==> src/bgi_pkg.sv <==
// types, widths and constants shared by the bilinear grid interpolator
// no dependencies

package bgi_pkg;

    localparam int BGI_MAX_MAG_DEF  = 64;
    localparam int BGI_MAX_TIME_DEF = 64;

    localparam int VAL_W      = 16;
    localparam int CNT_W      = 7;
    localparam int ROWCOL_W   = 6;
    localparam int CFG_IDX_W  = 3;
    localparam int CFG_DATA_W = 16;
    localparam int CMP_W      = CNT_W + 2;

    localparam int FRAC_SHIFT = 16;
    localparam int POS_W      = 33;
    localparam int TPOS_W     = 32;
    localparam int FRAC_W     = 33;
    localparam int ROW_W      = 24;
    localparam int PROD1_W    = FRAC_W + VAL_W + 1;
    localparam int SUM1_W     = PROD1_W + 1;
    localparam int SH1_W      = SUM1_W - FRAC_SHIFT;
    localparam int PROD2_W    = FRAC_W + ROW_W + 1;
    localparam int SUM2_W     = PROD2_W + 1;
    localparam int SH2_W      = SUM2_W - FRAC_SHIFT;

    localparam int ROUND_HALF = 2 ** (FRAC_SHIFT - 1);
    localparam int ROW_MAX    = 2 ** (ROW_W - 1) - 1;
    localparam int ROW_MIN    = -(2 ** (ROW_W - 1));
    localparam int VAL_MAX    = 2 ** VAL_W - 1;

    localparam logic [CNT_W-1:0] MAG_COUNT_RST  = 7'd64;
    localparam logic [CNT_W-1:0] TIME_COUNT_RST = 7'd64;
    localparam logic [VAL_W-1:0] MAG_ORIGIN_RST = 16'h0000;
    localparam logic [VAL_W-1:0] STEP_INV_RST   = 16'h0100;

    typedef enum logic [CFG_IDX_W-1:0] {
        CFG_MAG_COUNT     = 3'd0,
        CFG_TIME_COUNT    = 3'd1,
        CFG_MAG_ORIGIN    = 3'd2,
        CFG_MAG_STEP_INV  = 3'd3,
        CFG_TIME_STEP_INV = 3'd4
    } t_cfg_index;

    typedef enum logic {
        REQ_WRITE = 1'b0,
        REQ_QUERY = 1'b1
    } t_req_type;

    typedef struct packed {
        logic signed [VAL_W-1:0] mag_origin;
        logic        [VAL_W-1:0] mag_step_inv;
        logic        [VAL_W-1:0] time_step_inv;
    } t_cfg;

    typedef struct packed {
        logic time_odd;
        logic mag_odd;
    } t_corner_sel;

    typedef struct packed {
        logic [VAL_W-1:0] g00;
        logic [VAL_W-1:0] g01;
        logic [VAL_W-1:0] g10;
        logic [VAL_W-1:0] g11;
    } t_corners;

endpackage

==> src/bgi_cfg.sv <==
// configuration registers and effective cell index limits
// depends on bgi_pkg

module bgi_cfg import bgi_pkg::*; #(
    parameter int MAX_MAG_POINTS  = BGI_MAX_MAG_DEF,
    parameter int MAX_TIME_POINTS = BGI_MAX_TIME_DEF,
    localparam int MCW = $clog2(MAX_MAG_POINTS),
    localparam int TCW = $clog2(MAX_TIME_POINTS)
) (
    input  logic                  i_clk,
    input  logic                  i_rst_n,
    input  logic                  i_cfg_we,
    input  logic [CFG_IDX_W-1:0]  i_cfg_index,
    input  logic [CFG_DATA_W-1:0] i_cfg_data,
    output t_cfg                  o_cfg,
    output logic [MCW-1:0]        o_mag_lim,
    output logic [TCW-1:0]        o_time_lim
);

    logic [CNT_W-1:0] r_mag_count;
    logic [CNT_W-1:0] r_time_count;
    logic [VAL_W-1:0] r_mag_origin;
    logic [VAL_W-1:0] r_mag_step_inv;
    logic [VAL_W-1:0] r_time_step_inv;

    always_ff @(posedge i_clk) begin
        if (!i_rst_n) begin
            r_mag_count     <= MAG_COUNT_RST;
            r_time_count    <= TIME_COUNT_RST;
            r_mag_origin    <= MAG_ORIGIN_RST;
            r_mag_step_inv  <= STEP_INV_RST;
            r_time_step_inv <= STEP_INV_RST;
        end else if (i_cfg_we) begin
            case (t_cfg_index'(i_cfg_index))
                CFG_MAG_COUNT:     r_mag_count     <= i_cfg_data[CNT_W-1:0];
                CFG_TIME_COUNT:    r_time_count    <= i_cfg_data[CNT_W-1:0];
                CFG_MAG_ORIGIN:    r_mag_origin    <= i_cfg_data[VAL_W-1:0];
                CFG_MAG_STEP_INV:  r_mag_step_inv  <= i_cfg_data[VAL_W-1:0];
                CFG_TIME_STEP_INV: r_time_step_inv <= i_cfg_data[VAL_W-1:0];
                default: ;
            endcase
        end
    end

    assign o_cfg.mag_origin    = $signed(r_mag_origin);
    assign o_cfg.mag_step_inv  = r_mag_step_inv;
    assign o_cfg.time_step_inv = r_time_step_inv;

    // highest usable cell index: count clamped to [2, max], minus two
    always_comb begin
        if (r_mag_count < CNT_W'(2)) begin
            o_mag_lim = '0;
        end else if (CMP_W'(r_mag_count) > CMP_W'(MAX_MAG_POINTS)) begin
            o_mag_lim = MCW'(MAX_MAG_POINTS - 2);
        end else begin
            o_mag_lim = MCW'(r_mag_count - CNT_W'(2));
        end
        if (r_time_count < CNT_W'(2)) begin
            o_time_lim = '0;
        end else if (CMP_W'(r_time_count) > CMP_W'(MAX_TIME_POINTS)) begin
            o_time_lim = TCW'(MAX_TIME_POINTS - 2);
        end else begin
            o_time_lim = TCW'(r_time_count - CNT_W'(2));
        end
    end

endmodule

==> config.mk <==
export PLATFORM = sky130hd
export DESIGN_NAME = bgi_cfg
export DESIGN_NICKNAME = d
export VERILOG_FILES = /design/src/bgi_pkg.sv /design/src/bgi_cfg.sv
export SDC_FILE = /design/constraint.sdc
export NUM_CORES = 1
export LEC_CHECK = 0
export BUFFER_PORTS_ARGS = -buffer_cell sky130_fd_sc_hd__buf_2
export CAP_MARGIN = 20
export CORE_AREA = 2 2 81 83
export CTS_CLUSTER_DIAMETER = 200
export DETAILED_ROUTE_END_ITERATION = 16
export DIE_AREA = 0 0 83 85
export PLACE_DENSITY = 0.79
export SKIP_LAST_GASP = 1
export SYNTH_ARGS = -nofsm -noshare
export SYNTH_HDL_FRONTEND = slang
export SYNTH_SLANG_ARGS = --single-unit
==> constraint.sdc <==
create_clock -name i_clk -period 1.85 [get_ports i_clk]
set_input_delay 0.0925 -clock i_clk [delete_from_list [all_inputs] [get_ports i_clk]]
set_output_delay 0.0925 -clock i_clk [all_outputs]
set_load 0.005 [all_outputs]
==> out/qor.yml <==
utilization_pct: 54.77
drt_pass1_iterations: 4
cp-start-kind: "register"
syn_inst: 302
hold_violations: 0
final_common_cell: "nand2_1"
power_frac_comb_pct: 9.5
crit_fanout: 5
drtAntennaViolNets: 0
design.portCount: 82
avgRoutedWirePerCell_um: 14.60
diodes: 0
skew_ns: 0
end_kind: "output port"
fin_crit_sh_pct: 98.53
h-tree-depth: 3
syn_nets: 327
reg2reg_from: "r_time_count[3]$_SDFFE_PN0P_"
cts_tree: "done"
async_reset_ff_share_pct: 0
core_um2: 6205
grtUsageMet1_pct: 23.14
power_switching_mw: 0.7141
synth_area_um2: 2684
worst_pin_slew_ns: 0.6274
ir_worst_vdd_uv: 511.9
yosysSeqAreaShare_pct: 46.25
gp_congestion: 0.7937
dieHeight_um: 85
status: "completed"
fillers: 585
synth_top_area_share_pct: 46.25
hpwlAfterDp_um: 4647
clock-root-buffer: "clkbuf_8"
r2r_slack_ns: 1.02
drv_cap: 0
cp.arrival_ns: 1.73
grt_pass1_vias: 2160
holdPathEnd: "r_time_step_inv[14]$_SDFFE_PN0P_"
regArea_um2: 1246
hp-start: "i_cfg_data[14]"
layout_min_cycle_time_ns: 1.823
port_buffers: 81
grt_overflow: 0
power_mw: 2.830
grt_max_degree: 24
hold_class: "in2reg"
sw_frac_of_total_pct: 25.23
slew_violations: 0
worstSetupPathType: "reg2out"
synth_ff_type: "dfxtp_1"
fmax_mhz: 548.6
worstReg2RegEnd: "r_time_count[3]$_SDFFE_PN0P_"
use_met2_pct: 32.70
avgSynthCellArea_um2: 8.887
grtUsageMet3_pct: 5.837
die_x_um: 83
yosys.area.top_type: "dfxtp_1"
power.leakage_nw: 1.436
drt_iter0_markers: 113
syn2layout_area_growth_pct: 26.62
setup_viol_count_final: 0
p_per_area_nw_per_um2: 832.9
clockPowerShare_pct: 41.6
busiest_layer: "met2"
vias_per_cell: 5.002
multi_input_area_um2: 1338
p_seq_share_pct: 48.9
vias: 2341
antenna_found_initial: 0
grt_pass1_wl_um: 10710
cts_num_sinks: 62
numCtsBuffers: 9
start_util_pct: 43.25
ys_seq_elements: 62
clk_latency_ns: 0.33
drc: 0
required_ns: 1.76
slew_headroom_pct: 58.18
die-area_um2: 7055
ff2ff_path_depth: 2
fin_nets: 411
drt_wl_total_um: 6831
clockBufferDepth: 2
layout_common_cells: "nand2_1 (100), buf_2 (81), dfxtp_1 (60)"
whs_path_depth: 3
gr-usage-all-layers_pct: 19.10
p_int_mw: 2.116
rows: 29
synth-edff-count: 0
clk_pin_slew_ns: 0.08
drive_above_1_share_pct: 30.43
ys_top_cells_by_area: "dfxtp_1 (46%), nand2_1 (14%), a21boi_1 (13%)"
ys_types: 35
yosysWarnings: 0
-- logic make-up after synthesis --
kind of cell,count (synthesis),synth area share (%)
AOI/OAI and AO/OA,60,16.64
xor gates and xnor gates,3,0.9792
adders and majority gates,3,1.399
buffers and inverters,25,5.128
DFF,62,46.25
muxes,14,5.221
and+or+nand+nor,135,24.38
-- sequential cells by signal, indices dropped and copies added (netlist names) --
signal,flops
r_time_step_inv,16
r_time_count,7
r_mag_origin,16
r_mag_step_inv,16
r_mag_count,7
-- synth_stat cells, types with 3 or more instances --
library cell	n
nor2b_1	13
clkbuf_1	7
buf_2	5
dfxtp_1	62
nand2_1	100
nor2_1	3
inv_1	5
a21boi_1	46
xnor2_1	3
ha_1	3
mux2i_1	14
and4bb_1	3
buf_4	6
-- layer usage --
metal  up-vias  wire length [µm]
li1       1175                 -
met4         0               123
met2        50              3417
met1      1106              2992
met3        10               298
met5         -                 0
-- worst max path at each step --
stage / endpoint / startpoint / slack (ns)
2_1_floorplan: o_mag_lim[1] / r_mag_count[1]$_SDFFE_PN0P_ / 0.57
3_3_place_gp: o_mag_lim[1] / r_mag_count[1]$_SDFFE_PN0P_ / 0.40
3_5_place_dp: o_mag_lim[1] / r_mag_count[1]$_SDFFE_PN0P_ / 0.33
4_1_cts: o_mag_lim[4] / r_mag_count[1]$_SDFFE_PN0P_ / 0.03
5_1_grt: o_mag_lim[4] / r_mag_count[1]$_SDFFE_PN0P_ / -0.05
6_report: o_mag_lim[4] / r_mag_count[1]$_SDFFE_PN0P_ / 0.03
-- what timing repair did --
| action | 4_1_cts | 5_1_grt |
|---|---|---|
| buffers inserted | 3 | 2 |
| endpoints found under the hold margin | 1 | 0 |
| gates resized for setup | 3 | 8 |
| hold buffers | 1 | 0 |
| endpoints found under the setup margin | 5 | 8 |
-- worst max-delay path, cell delays in order, from the launching register on --
cell and delay (ns):
dfxtp_4 0.37, inv_4 0.06, ha_4 0.14, nor4b_4 0.30
buf_4 0.18, nand4b_1 0.11, o21a_1 0.13, buf_2 0.12
-- power groups by stage --
stage,sequential (mW),combinational [mW],clock (mW)
global route,1.39,0.296,1.27
global placement,1.41,0.244,0
detailed placement,1.41,0.247,0
floorplan,1.41,0.142,0
CTS,1.38,0.260,1.20
finish,1.38,0.270,1.18
-- metrics by stage --
step,cell area [µm²],setup WS [ns],cells,setup TNS [ns],hold slack [ns]
final,3398,0.02721,468,0,0.01150
after global routing,3398,-0.05117,468,-0.05681,0.002668
after CTS,3353,0.02921,466,0,0.0001625
after detailed placement,3112,0.3270,446,0,0.3515
after global placement,3112,0.4037,446,0,0.3485
after floorplan,2684,0.5694,302,0,0.2165
-- cell type report --
type	count	share of cell area [%]
multi-input cells	215	39.36
flip-flops and latches	62	36.67
repair buffers	93	14.65
clock buffers	9	3.645
well taps	77	2.835
clock inverters	7	2.209
inverters	5	0.6259
Power figures use the tool's default switching activity.
