### config.mk
export PLATFORM = sky130hd
export DESIGN_NAME = bgi_locate
export DESIGN_NICKNAME = d
export VERILOG_FILES = /design/src/bgi_pkg.sv /design/src/bgi_locate.sv
export SDC_FILE = /design/constraint.sdc
export NUM_CORES = 2
export LEC_CHECK = 0
export BUFFER_PORTS_ARGS = -buffer_cell sky130_fd_sc_hd__buf_2
export CORE_ASPECT_RATIO = 1.75
export CORE_MARGIN = 3
export CORE_UTILIZATION = 51
export DETAILED_ROUTE_END_ITERATION = 10
export PLACE_DENSITY_LB_ADDON = 0.12
export RECOVER_POWER = 25
export SYNTH_ARGS = -nofsm -noshare
export SYNTH_HDL_FRONTEND = slang
export SYNTH_SLANG_ARGS = --single-unit
### constraint.sdc
create_clock -name i_clk -period 21.6 [get_ports i_clk]
set_input_delay 2.16 -clock i_clk [delete_from_list [all_inputs] [get_ports i_clk]]
set_output_delay 2.16 -clock i_clk [all_outputs]
set_load 0.1 [all_outputs]
### src/bgi_pkg.sv
// types, widths and constants shared by the bilinear grid interpolator
// no dependencies

package bgi_pkg;

    localparam int BGI_MAX_MAG_DEF  = 64;
    localparam int BGI_MAX_TIME_DEF = 64;

    localparam int VAL_W      = 16;
    localparam int CNT_W      = 7;
    localparam int ROWCOL_W   = 6;
    localparam int CFG_IDX_W  = 3;
    localparam int CFG_DATA_W = 16;
    localparam int CMP_W      = CNT_W + 2;

    localparam int FRAC_SHIFT = 16;
    localparam int POS_W      = 33;
    localparam int TPOS_W     = 32;
    localparam int FRAC_W     = 33;
    localparam int ROW_W      = 24;
    localparam int PROD1_W    = FRAC_W + VAL_W + 1;
    localparam int SUM1_W     = PROD1_W + 1;
    localparam int SH1_W      = SUM1_W - FRAC_SHIFT;
    localparam int PROD2_W    = FRAC_W + ROW_W + 1;
    localparam int SUM2_W     = PROD2_W + 1;
    localparam int SH2_W      = SUM2_W - FRAC_SHIFT;

    localparam int ROUND_HALF = 2 ** (FRAC_SHIFT - 1);
    localparam int ROW_MAX    = 2 ** (ROW_W - 1) - 1;
    localparam int ROW_MIN    = -(2 ** (ROW_W - 1));
    localparam int VAL_MAX    = 2 ** VAL_W - 1;

    localparam logic [CNT_W-1:0] MAG_COUNT_RST  = 7'd64;
    localparam logic [CNT_W-1:0] TIME_COUNT_RST = 7'd64;
    localparam logic [VAL_W-1:0] MAG_ORIGIN_RST = 16'h0000;
    localparam logic [VAL_W-1:0] STEP_INV_RST   = 16'h0100;

    typedef enum logic [CFG_IDX_W-1:0] {
        CFG_MAG_COUNT     = 3'd0,
        CFG_TIME_COUNT    = 3'd1,
        CFG_MAG_ORIGIN    = 3'd2,
        CFG_MAG_STEP_INV  = 3'd3,
        CFG_TIME_STEP_INV = 3'd4
    } t_cfg_index;

    typedef enum logic {
        REQ_WRITE = 1'b0,
        REQ_QUERY = 1'b1
    } t_req_type;

    typedef struct packed {
        logic signed [VAL_W-1:0] mag_origin;
        logic        [VAL_W-1:0] mag_step_inv;
        logic        [VAL_W-1:0] time_step_inv;
    } t_cfg;

    typedef struct packed {
        logic time_odd;
        logic mag_odd;
    } t_corner_sel;

    typedef struct packed {
        logic [VAL_W-1:0] g00;
        logic [VAL_W-1:0] g01;
        logic [VAL_W-1:0] g10;
        logic [VAL_W-1:0] g11;
    } t_corners;

endpackage

### src/bgi_locate.sv
// grid position stage: scales the query, finds the cell, its fractions
// and the bank read addresses of the four corners; depends on bgi_pkg

module bgi_locate import bgi_pkg::*; #(
    parameter int MAX_MAG_POINTS  = BGI_MAX_MAG_DEF,
    parameter int MAX_TIME_POINTS = BGI_MAX_TIME_DEF,
    localparam int MCW = $clog2(MAX_MAG_POINTS),
    localparam int TCW = $clog2(MAX_TIME_POINTS),
    localparam int MHW = (MCW > 1) ? MCW - 1 : 1,
    localparam int THW = (TCW > 1) ? TCW - 1 : 1
) (
    input  logic                     i_clk,
    input  logic                     i_rst_n,
    input  logic                     i_en,
    input  logic                     i_query,
    input  logic signed [VAL_W-1:0]  i_magnitude,
    input  logic        [VAL_W-1:0]  i_age,
    input  t_cfg                     i_cfg,
    input  logic        [MCW-1:0]    i_mag_lim,
    input  logic        [TCW-1:0]    i_time_lim,
    output logic        [MHW-1:0]    o_col_half_even,
    output logic        [MHW-1:0]    o_col_half_odd,
    output logic        [THW-1:0]    o_row_half_even,
    output logic        [THW-1:0]    o_row_half_odd,
    output t_corner_sel              o_sel,
    output logic                     o_valid,
    output logic signed [FRAC_W-1:0] o_mag_frac,
    output logic signed [FRAC_W-1:0] o_time_frac
);

    logic signed [VAL_W:0]       diff;
    logic signed [VAL_W:0]       step_s;
    logic signed [POS_W-1:0]     n_mpos;
    logic        [TPOS_W-1:0]    n_tpos;
    logic                        r_s1_valid;
    logic signed [POS_W-1:0]     r_mpos;
    logic        [TPOS_W-1:0]    r_tpos;
    logic        [VAL_W-1:0]     m_q;
    logic        [VAL_W-1:0]     t_q;
    logic        [MCW-1:0]       mi;
    logic        [TCW-1:0]       ti;
    logic        [MCW:0]         mi_inc;
    logic        [TCW:0]         ti_inc;
    logic signed [FRAC_W-1:0]    n_mag_frac;
    logic signed [FRAC_W-1:0]    n_time_frac;

    assign diff   = $signed({i_magnitude[VAL_W-1], i_magnitude})
                  - $signed({i_cfg.mag_origin[VAL_W-1], i_cfg.mag_origin});
    assign step_s = $signed({1'b0, i_cfg.mag_step_inv});
    assign n_mpos = POS_W'(diff) * POS_W'(step_s);
    assign n_tpos = TPOS_W'(i_age) * TPOS_W'(i_cfg.time_step_inv);

    always_ff @(posedge i_clk) begin
        if (!i_rst_n) begin
            r_s1_valid <= 1'b0;
        end else if (i_en) begin
            r_s1_valid <= i_query;
        end
    end

    always_ff @(posedge i_clk) begin
        if (i_en) begin
            r_mpos <= n_mpos;
            r_tpos <= n_tpos;
        end
    end

    // cell index, a negative magnitude position clamped to cell zero, both clamped to the last usable cell
    assign m_q = r_mpos[FRAC_SHIFT+VAL_W-1:FRAC_SHIFT];
    assign t_q = r_tpos[FRAC_SHIFT+VAL_W-1:FRAC_SHIFT];

    always_comb begin
        if (r_mpos[POS_W-1]) begin
            mi = '0;
        end else if (m_q > VAL_W'(i_mag_lim)) begin
            mi = i_mag_lim;
        end else begin
            mi = MCW'(m_q);
        end
        if (t_q > VAL_W'(i_time_lim)) begin
            ti = i_time_lim;
        end else begin
            ti = TCW'(t_q);
        end
    end

    assign n_mag_frac  = r_mpos - $signed(FRAC_W'({mi, 16'h0000}));
    assign n_time_frac = $signed({1'b0, r_tpos}) - $signed(FRAC_W'({ti, 16'h0000}));

    // even banks hold the corner at index+1 when the index is odd
    assign mi_inc          = {1'b0, mi} + (MCW+1)'(1);
    assign ti_inc          = {1'b0, ti} + (TCW+1)'(1);
    assign o_col_half_even = MHW'(mi_inc >> 1);
    assign o_col_half_odd  = MHW'(mi >> 1);
    assign o_row_half_even = THW'(ti_inc >> 1);
    assign o_row_half_odd  = THW'(ti >> 1);
    assign o_sel.mag_odd   = mi[0];
    assign o_sel.time_odd  = ti[0];

    always_ff @(posedge i_clk) begin
        if (!i_rst_n) begin
            o_valid <= 1'b0;
        end else if (i_en) begin
            o_valid <= r_s1_valid;
        end
    end

    always_ff @(posedge i_clk) begin
        if (i_en) begin
            o_mag_frac  <= n_mag_frac;
            o_time_frac <= n_time_frac;
        end
    end

endmodule

==> results by group <==
Detailed routing
  – Iter 0 DRT Violations: between 700 and 800
  – Detail Route Antenna Nets: 0
  – Remaining DRCs: 0
  – Vias: between 15k and 20k
  – WL/cell: between 15 and 20 µm
  – Final WL: a little over 60,000 µm
  – First-pass DRT Iterations: 5
  – Vias per cell: about 5.3

Synthesis
  – Synth cell types: 66
  – Largest area contributor in the netlist: fa_1
  – Yosys top cell area share: a little over a third
  – Top FF cell, synth: edfxtp_1
  – EDFF count, synth: roughly 130
  – Synth area leaders: fa_1 37%, edfxtp_1 16%, ha_1 12%, inv_1 9.4%, and2_1 5.4%
  – Ys Warns: 0
  – Post-synth ARST share: 0%
  – Cell Area, Synth: 25,200 µm²
  – Seq/Total Area, Yosys: between 15 and 20%
  – Avg Inst Size Synth: 9.53 µm²
  – Syn_nets: about 3.4k
  – Register bit total from synthesis: between 100 and 150
  – Mapped Cells: 2,649

Clock network
  – CTS tree: yes
  – CTS H-tree lvls: 4
  – CTS Buffer Depth: 2
  – Clk root buf: clkbuf_16
  – Reg clk slew, reported paths: around 0.050 ns
  – Post-cts sizing count: 0
  – Clock insertion delay at the later pin of the skew report: about 0.44 ns
  – Post-CTS setup buffer count: 0
  – Num Clock Sinks: roughly 130
  – Total CTS buffers: 17
  – Hold buffers post-CTS: 0

Placed design
  – Placed cell area: roughly 27,000 µm²
  – Pre-CTS setup slack: ~11 ns
  – Hpwl dp: around 50,000 µm
  – # port buffers: roughly 180
  – GP Congestion: slightly below 0.9

Timing
  – Worst-Margin Slew: approximately 3.5 ns
  – Post-route setup TNS: 0 ns
  – Slack of the critical path: around 11 ns
  – Fin crit share: about half
  – Max-slew violations: 66
  – Max Freq: 0.0948 GHz
  – Rel. slew slack: -130%
  – Final Hold Vio Count: 0
  – Final Setup Violations: 0
  – Skew final: ~0.0075 ns
  – RSZ-0062 raised after global routing: no
  – Min Tclk post-route: about 11 ns

Min path
  – Hold/Removal Path Class: register to register
  – Min-delay src: r_mpos[9]

Critical path
  – Startpoint Class: input port
  – Critical Path Max Stage Delay: ~0.66 ns
  – Setup CP Type: input port to register
  – CP max stage cell: fa_1
  – Crit-path max FO: 16
  – CP endpoint kind: register
  – Origin of the worst setup path: i_magnitude[0]
  – CP Data Required Time: 21.78 ns
  – Worst Path Arrival: between 10 and 15 ns
  – Critical R2R Launch: r_tpos[24]
  – CP dominant cell by count: fa_1

Cells and area
  – # nets final: approximately 3.6k
  – Final Cell Area: roughly 27,000 µm²
  – Most frequent cells in the layout: 633 x inv_1, 462 x fa_1, 315 x nand2_1, 233 x ha_1, 219 x and2_1
  – Antenna diodes: 0
  – Commonest non-fill, non-tap cell in the layout: inv_1
  – Fraction of layout cells with a size suffix above 1: 8.81%
  – Fillers: approximately 4.5k
  – Area grow syn2layout: 8.71%
  – Finished Core Util: between 50% and 60%

GRT
  – First-pass GRT wire length: 102,000 µm
  – Vias in the first global route: 20.3k
  – Top Usage Layer GRT: met2
  – GRT Util Overall: approximately a quarter
  – M2 GR Usage: 50.0%
  – Pin count of the biggest net entering global routing: 70
  – Met3 track demand over resource: under 10%
  – Met1 usage: between 20% and 30%
  – Initial antenna violation count: 0
  – GRT overflow: 0

Die
  – Die X: 174 µm
  – Site Rows: 107
  – Die Ht: 300 µm
  – Boundary pin count: around 190
  – Die ar.: roughly 52,000 µm²
  – Initial core utilization: approximately 52%
  – Core area: slightly below 50,000 µm²

Flow run
  – Max-Cap Viols: 1

Status
  – Violated checks: max-capacitance violations, max-slew violations
  – Outcome: complete, but fails checks
-- cells by family (layout without fill, tap and decap cells) --
| kind of cell | count (synthesis) | count (layout) | synth area share [%] |
|---|---|---|---|
| flops | 133 | 133 | 15.7 |
| fa+ha+maj | 695 | 695 | 48.2 |
| compound gates | 225 | 225 | 6.01 |
| xor+xnor | 117 | 117 | 4.06 |
| simple gates | 763 | 763 | 15.1 |
| buf+inv | 707 | 861 | 10.5 |
| mux | 9 | 9 | 0.367 |
-- registers in the layout, indices dropped and copies added, names as in the netlist --
name / cells
r_s1_valid: 1
r_mpos: 33
r_tpos: 32
o_mag_frac: 33
o_valid: 1
o_time_frac: 33
-- stage by stage --
step	hold slack (ns)	instances
4_1_cts	0.417	3457
3_3_place_gp	0.400	3425
2_1_floorplan	0.400	2649
5_1_grt	0.421	3457
3_5_place_dp	0.405	3425
6_report	0.417	3457
-- cell usage after synthesis, types with 5 or more instances --
| cell type | instances |
|---|---|
| and3_1 | 15 |
| a21o_1 | 28 |
| fa_1 | 462 |
| or2_2 | 7 |
| o211ai_1 | 5 |
| or3_1 | 11 |
| o31ai_1 | 5 |
| nor2_1 | 69 |
| nand2_1 | 315 |
| o21a_1 | 13 |
| mux2i_1 | 7 |
| edfxtp_1 | 131 |
| xor2_1 | 36 |
| and2_1 | 219 |
| nand3_1 | 17 |
| a21oi_1 | 50 |
| o21ai_0 | 42 |
| xnor2_1 | 81 |
| nor2b_1 | 40 |
| a211oi_1 | 18 |
| clkbuf_1 | 71 |
| nand2b_1 | 21 |
| nor3_1 | 25 |
| ha_1 | 233 |
| inv_1 | 633 |
| a21boi_0 | 12 |
-- final cells by class --
cell class              instances  area (µm²)  share of cell area (%)
flip-flops and latches        133        3970                    14.5
clock buffers                  19         433                    1.58
clock inverters                13         205                   0.748
well taps                     654         818                    2.98
inverters                     633        2380                    8.66
multi-input cells            1809       18600                    67.9
repair buffers                196        1010                    3.68
-- critical path: cells and delay by family --
| kind | cells | cell delay [ns] |
|---|---|---|
| AOI/OAI and AO/OA | 9 | 2.84 |
| xor gates and xnor gates | 1 | 0.10 |
| adders and majority gates | 9 | 4.12 |
| buffers and inverters | 7 | 0.52 |
| and+or+nand+nor | 5 | 0.98 |
-- path summary, 6_finish.rpt --
kind | end | slack (ns) | cells after the start
worst max-delay path | r_mpos[31] | 11.06 | 31
worst min-delay path | o_mag_frac[9] | 0.42 | 0
worst max register to register | o_time_frac[30] | 16.91 | 15
worst min register to register | o_mag_frac[9] | 0.42 | 0
-- metal layers --
layer	share of wire [%]	up-vias	wire (µm)
met3	2.8	163	1720
met5	0	-	0
li1	-	8370	-
met4	5.7	0	3560
met2	58	487	35900
met1	34	9206	21000
Power is not shown: default switching activity piles up to over one toggle a cycle in this logic, so the estimate is an artifact.
